--- config.mk ---
export PLATFORM = sky130hd
export DESIGN_NAME = pcs_ctrl
export DESIGN_NICKNAME = d
export VERILOG_FILES = /design/src/sv/pcs_pkg.sv /design/src/sv/pcs_ctrl.sv
export SDC_FILE = /design/constraint.sdc
export NUM_CORES = 1
export LEC_CHECK = 0
export ABC_AREA = 0
export BUFFER_PORTS_ARGS = -buffer_cell sky130_fd_sc_hd__buf_4
export CORE_AREA = 2 2 39 41
export CTS_BUF_LIST = sky130_fd_sc_hd__clkbuf_8
export DETAILED_ROUTE_END_ITERATION = 6
export DIE_AREA = 0 0 41 43
export HOLD_SLACK_MARGIN = 0.1
export PLACE_DENSITY = 0.72
export SYNTH_ARGS = -nofsm -noshare
export SYNTH_HDL_FRONTEND = slang
export SYNTH_SLANG_ARGS = --single-unit
--- constraint.sdc ---
create_clock -name i_clk -period 2 [get_ports i_clk]
set_clock_uncertainty 0.2 [all_clocks]
set_input_delay 0 -clock i_clk [delete_from_list [all_inputs] [get_ports i_clk]]
set_output_delay 0 -clock i_clk [all_outputs]
set_load 0.02 [all_outputs]
--- src/sv/pcs_pkg.sv ---
// Shared types, constants and codes of the PTP clock servo.
`default_nettype none
package pcs_pkg;

    localparam int  FRAC_BITS     = 16;
    localparam longint NS_PER_SECOND = 1000000000;
    localparam int  NS_BITS       = $clog2(NS_PER_SECOND);
    localparam int  TS_W          = 63;
    localparam int  T_W           = 64;
    localparam int  DRIFT_W       = 48;
    localparam int  MUL_W         = T_W + NS_BITS;
    localparam int  DIV_W         = MUL_W + FRAC_BITS;
    localparam int  CNT_W         = $clog2(DIV_W + 1);
    localparam int  LOCK_W        = 32;

    localparam int  S_TDATA_W     = 384;
    localparam int  M_FREQ_LO     = 0;
    localparam int  M_STEP_LO     = M_FREQ_LO + DRIFT_W;
    localparam int  M_OFS_LO      = M_STEP_LO + T_W;
    localparam int  M_DLY_LO      = M_OFS_LO + T_W;
    localparam int  M_DRIFT_LO    = M_DLY_LO + TS_W;
    localparam int  M_LOCK_LO     = M_DRIFT_LO + DRIFT_W;
    localparam int  M_FIELDS_W    = M_LOCK_LO + LOCK_W;
    localparam int  M_TDATA_W     = ((M_FIELDS_W + 7) / 8) * 8;

    localparam int  CFG_IDX_W     = 3;
    localparam int  CFG_W         = 24;
    localparam logic [CFG_IDX_W-1:0] CFG_KP   = 3'd0;
    localparam logic [CFG_IDX_W-1:0] CFG_KI   = 3'd1;
    localparam logic [CFG_IDX_W-1:0] CFG_MODE = 3'd2;
    localparam logic [CFG_IDX_W-1:0] CFG_E2E  = 3'd3;
    localparam logic [CFG_IDX_W-1:0] CFG_P2P  = 3'd4;

    localparam logic [15:0] E2E_TRIM_RST = 16'hFF38;   // -200 ns
    localparam logic [15:0] P2P_TRIM_RST = 16'd500;

    localparam logic [T_W-1:0] S64_MAX = {1'b0, {(T_W-1){1'b1}}};
    localparam logic [T_W-1:0] S64_MIN = {1'b1, {(T_W-1){1'b0}}};
    localparam logic [DRIFT_W-1:0] S48_MAX = {1'b0, {(DRIFT_W-1){1'b1}}};
    localparam logic [DRIFT_W-1:0] S48_MIN = {1'b1, {(DRIFT_W-1){1'b0}}};
    localparam logic signed [T_W-1:0] STEP_LIM = 64'sd1000;
    localparam logic signed [T_W-1:0] LOCK_LIM = 64'sd100;
    localparam logic [T_W-1:0] DRIFT_ERR_LIM  = T_W'(100000) << FRAC_BITS;
    localparam logic [T_W-1:0] DRIFT_FREQ_LIM = T_W'(1000) << FRAC_BITS;
    localparam logic [T_W-1:0] DRIFT_MOD      = T_W'(NS_PER_SECOND) << FRAC_BITS;
    localparam logic [T_W-1:0] KI_LIM         = T_W'(1) << 60;

    typedef enum logic [2:0] {
        ACT_NOHIST = 3'd0,
        ACT_ERR    = 3'd1,
        ACT_FREQ   = 3'd2,
        ACT_STEP   = 3'd3,
        ACT_FINE   = 3'd4
    } t_action;

    typedef enum logic [4:0] {
        OP_NONE, OP_LOAD, OP_DIFF, OP_DELAY, OP_OFS1, OP_OFS2, OP_NOHIST,
        OP_MUL_INIT, OP_MUL_STEP, OP_DIV_INIT, OP_DIV_STEP, OP_DRIFT,
        OP_ERR, OP_FREQ, OP_STEP, OP_FINE_INT, OP_FINE_MAG, OP_FINE_LO,
        OP_FINE_HI, OP_FINE_SAT, OP_FINE_SUM, OP_FINE_END
    } t_op;

    typedef struct packed {
        t_op  op;
        logic out_load;
    } t_cmd;

    typedef struct packed {
        logic prev_valid;
        logic mul_last;
        logic div_last;
        logic drift_err;
        logic freq_sel;
        logic step_sel;
    } t_sts;

endpackage
`default_nettype wire

--- src/sv/pcs_ctrl.sv ---
// Sequencer of the clock servo: steps the datapath through one exchange.
`default_nettype none
module pcs_ctrl (
    input  wire logic          i_clk,
    input  wire logic          i_rst_n,
    input  wire logic          i_s_tvalid,
    output logic               o_s_tready,
    output logic               o_m_tvalid,
    input  wire logic          i_m_tready,
    input  wire pcs_pkg::t_sts i_sts,
    output pcs_pkg::t_cmd      o_cmd
);

    typedef enum logic [4:0] {
        S_IDLE, S_DIFF, S_DELAY, S_OFS1, S_OFS2, S_NOHIST, S_MINIT, S_MUL,
        S_DINIT, S_DIV, S_DRIFT, S_DECIDE, S_FMAG, S_FLO, S_FHI, S_FSAT,
        S_FSUM, S_FEND, S_DONE
    } t_state;

    t_state r_state, n_state;
    logic   r_valid, n_valid;

    always_comb begin
        n_state      = r_state;
        n_valid      = r_valid;
        o_cmd.op     = pcs_pkg::OP_NONE;
        o_cmd.out_load = 1'b0;
        if (r_valid && i_m_tready) begin
            n_valid = 1'b0;
        end
        case (r_state)
            S_IDLE: begin
                if (i_s_tvalid) begin
                    o_cmd.op = pcs_pkg::OP_LOAD;
                    n_state  = S_DIFF;
                end
            end
            S_DIFF:  begin o_cmd.op = pcs_pkg::OP_DIFF;  n_state = S_DELAY; end
            S_DELAY: begin o_cmd.op = pcs_pkg::OP_DELAY; n_state = S_OFS1; end
            S_OFS1:  begin o_cmd.op = pcs_pkg::OP_OFS1;  n_state = S_OFS2; end
            S_OFS2: begin
                o_cmd.op = pcs_pkg::OP_OFS2;
                n_state  = i_sts.prev_valid ? S_MINIT : S_NOHIST;
            end
            S_NOHIST: begin o_cmd.op = pcs_pkg::OP_NOHIST; n_state = S_DONE; end
            S_MINIT:  begin o_cmd.op = pcs_pkg::OP_MUL_INIT; n_state = S_MUL; end
            S_MUL: begin
                o_cmd.op = pcs_pkg::OP_MUL_STEP;
                if (i_sts.mul_last) begin
                    n_state = S_DINIT;
                end
            end
            S_DINIT: begin o_cmd.op = pcs_pkg::OP_DIV_INIT; n_state = S_DIV; end
            S_DIV: begin
                o_cmd.op = pcs_pkg::OP_DIV_STEP;
                if (i_sts.div_last) begin
                    n_state = S_DRIFT;
                end
            end
            S_DRIFT: begin o_cmd.op = pcs_pkg::OP_DRIFT; n_state = S_DECIDE; end
            S_DECIDE: begin
                if (i_sts.drift_err) begin
                    o_cmd.op = pcs_pkg::OP_ERR;
                    n_state  = S_DONE;
                end else if (i_sts.freq_sel) begin
                    o_cmd.op = pcs_pkg::OP_FREQ;
                    n_state  = S_DONE;
                end else if (i_sts.step_sel) begin
                    o_cmd.op = pcs_pkg::OP_STEP;
                    n_state  = S_DONE;
                end else begin
                    o_cmd.op = pcs_pkg::OP_FINE_INT;
                    n_state  = S_FMAG;
                end
            end
            S_FMAG: begin o_cmd.op = pcs_pkg::OP_FINE_MAG; n_state = S_FLO; end
            S_FLO:  begin o_cmd.op = pcs_pkg::OP_FINE_LO;  n_state = S_FHI; end
            S_FHI:  begin o_cmd.op = pcs_pkg::OP_FINE_HI;  n_state = S_FSAT; end
            S_FSAT: begin o_cmd.op = pcs_pkg::OP_FINE_SAT; n_state = S_FSUM; end
            S_FSUM: begin o_cmd.op = pcs_pkg::OP_FINE_SUM; n_state = S_FEND; end
            S_FEND: begin o_cmd.op = pcs_pkg::OP_FINE_END; n_state = S_DONE; end
            S_DONE: begin
                // hold the result until the output register is free
                if (!r_valid || i_m_tready) begin
                    o_cmd.out_load = 1'b1;
                    n_valid        = 1'b1;
                    n_state        = S_IDLE;
                end
            end
            default: n_state = S_IDLE;
        endcase
    end

    always_ff @(posedge i_clk) begin
        if (!i_rst_n) begin
            r_state <= S_IDLE;
            r_valid <= 1'b0;
        end else begin
            r_state <= n_state;
            r_valid <= n_valid;
        end
    end

    assign o_s_tready = (r_state == S_IDLE);
    assign o_m_tvalid = r_valid;

endmodule
`default_nettype wire

==> results.cfg <==
[cells_and_area]
nNetsFinal = 121
final_area_um2 = 876
antenna_cells = 0
drive_above_1_share_pct = 26.6
regArea_um2 = 121
area_growth_pct = 44.6
fin_cells = 125
final.fill_count = 135
multiInputGateArea_um2 = 435

[floorplanning]
num_io_pins = 18
die_width_um = 41
design.core.area_mm2 = 0.00138
design.die.area_mm2 = 0.00176
initial_core_util_pct = 43.8
fp-row-count = 14
die_h_um = 43

[clocking]
cts_buffers = 3
clk_latency_ns = 0.22
root_buffer = clkbuf_8
cts_tree = done
clkTransAtPathRegs_ns = 0.04
h-tree-depth = 1
cts.sinks = 6
clockBufferDepth = 2

[drt]
drc_errors = 0
drt_iter0_drc = 10
num_vias = 706
vias_per_cell = 5.65
dr.pass1.iters = 4
wire_per_inst_um = 12.1
drt_wl_total_um = 1520
ant_nets = 0

[worst_setup_path]
arrival_ns = 1.84
cp_max_fo = 3
crit_type = input port to flip-flop
crit_required_ns = 1.96
cp-end-kind = flip-flop
start_kind = input port
worst-r2r-setup-slack_ns = 0.16

[synth]
synthFlopType = dfxtp_1
synth_area_um2 = 606
synth_top_area_share_pct = 19.8
async_flop_share_pct = 0
yosysUniqueCellTypes = 41
ys_top_cells_by_area = dfxtp_1, o21ai_0, nand2_1, nand3_1, nor3_1
synth_common_cells = nand2_1, o21ai_0, dfxtp_1, inv_1, nor2_1
yosys.area.top_type = dfxtp_1
synth_seq_cells = 6
synth_warnings = 0
synth_nets = 93
seq_area_frac_synth_pct = 19.8
syn-instance-count = 83
syn_avg_cell_area_um2 = 7.30
synth_edf_count = 0

[timing]
holdWs_ns = 0.414
finalCritPeriodShare_pct = 93.9
min_period_ns = 1.88
tns_ns = 0
hold_viol_final = 0
slew_headroom_pct = 66.0
rsz0062_at_grt = no
worst-slew-pin-transition_ns = 0.510
slew_violations = 0
max_freq_mhz = 533
finalSetupViolations = 0

[run_status]
status = completed

[placed_design]
routabilityCongestion = 0.855
dpl.cell_count = 112
numPortBuffers = 17
place_area_um2 = 733
place_hpwl_um = 1090

[power_and_ir_drop]
peakVddDrop_mv = 0.557
power_leakage_nw = 0.371
power_density_mw_per_mm2 = 888

[grt]
grt-ovfl-total = 0
grt_pass1_vias = 573
grt_use_total_pct = 19.4
grt_max_degree = 18
grt_pass1_wl_um = 2390
antenna_found_initial = 0

[job]
maxCapViolCount = 0

[hold_path]
hold_path.class = flip-flop to flip-flop
## area by class of cell
| cell class | count | area share, % |
|---|---|---|
| clock buffer | 3 | 4.71 |
| inverter | 6 | 2.57 |
| multi-input combinational | 66 | 49.7 |
| sequential | 6 | 13.9 |
| tap | 16 | 2.29 |
| timing repair buffer | 28 | 26.9 |
## through the flow
stage          setup WS, ns  total power [mW]  util [%]
2_1_floorplan         0.391             0.460         -
3_3_place_gp          0.325             0.582      53.0
3_5_place_dp          0.287             0.586      53.0
4_1_cts              0.0201             0.784      63.2
5_1_grt              0.0600             0.836      63.3
6_report              0.122             0.778      63.3
## placed cells by master (no fill, tap or decap), types with 2 or more instances in the layout
cell / instances
buf_4: 18
dlygate4sd3_1: 10
nand2_1: 7
o21ai_0: 7
inv_1: 6
nor2_1: 6
nor3_1: 5
nand3_1: 5
dfxtp_1: 5
a21oi_1: 3
clkbuf_8: 3
nand2b_1: 2
nor2b_1: 2
## sequential cells by signal (all words and copies together), names as in the netlist
| name | cells |
|---|---|
| r_state | 5 |
| o_m_tvalid | 1 |
## final timing paths
check | start | cells past startpoint | to
worst max-delay path | i_sts[0] | 6 | r_state[2]
worst min-delay path | o_m_tvalid | 3 | o_m_tvalid
worst max register to register | r_state[0] | 4 | r_state[2]
worst min register to register | o_m_tvalid | 3 | o_m_tvalid
## per-layer routing
metal	part of all wire (%)	global-route usage, %	wire length, um	vias up
li1	-	-	-	365
met1	45	26.9	688	324
met2	49	29.7	748	17
met3	5.3	3.14	81	0
met4	0	6.00	0	0
met5	0	0	0	-
## timing repair
item	CTS	global route
hold buffers	10	0
buffers inserted	0	0
hold endpoints to repair	6	0
setup endpoints to repair	0	2
resized for setup	0	1
## critical path: stages
cell           delay [ns]
dlygate4sd3_1        0.54
buf_4                0.14
nor3_1               0.27
o2111ai_1            0.14
a31oi_1              0.18
dlygate4sd3_1        0.56
## cells by family (layout without fill, tap and decap cells)
kind of cell / count (synthesis) / count (layout) / share of synthesized area, %
and+or+nand+nor: 37 / 37 / 35.5
DFF: 6 / 6 / 19.8
muxes: 1 / 1 / 1.65
AOI/OAI and AO/OA: 26 / 26 / 31.8
buffers and inverters: 11 / 37 / 8.26
xor gates and xnor gates: 2 / 2 / 2.89
## report_power, final
group	switching [mW]	total, mW	internal [mW]	leakage, nW
combinational	0.207	0.392	0.185	0.300
sequential	0.0695	0.209	0.140	0.0493
clock	0.0476	0.177	0.129	0.0216
total	0.324	0.778	0.454	0.371
Note: power is estimated with default switching activity, not from simulation.
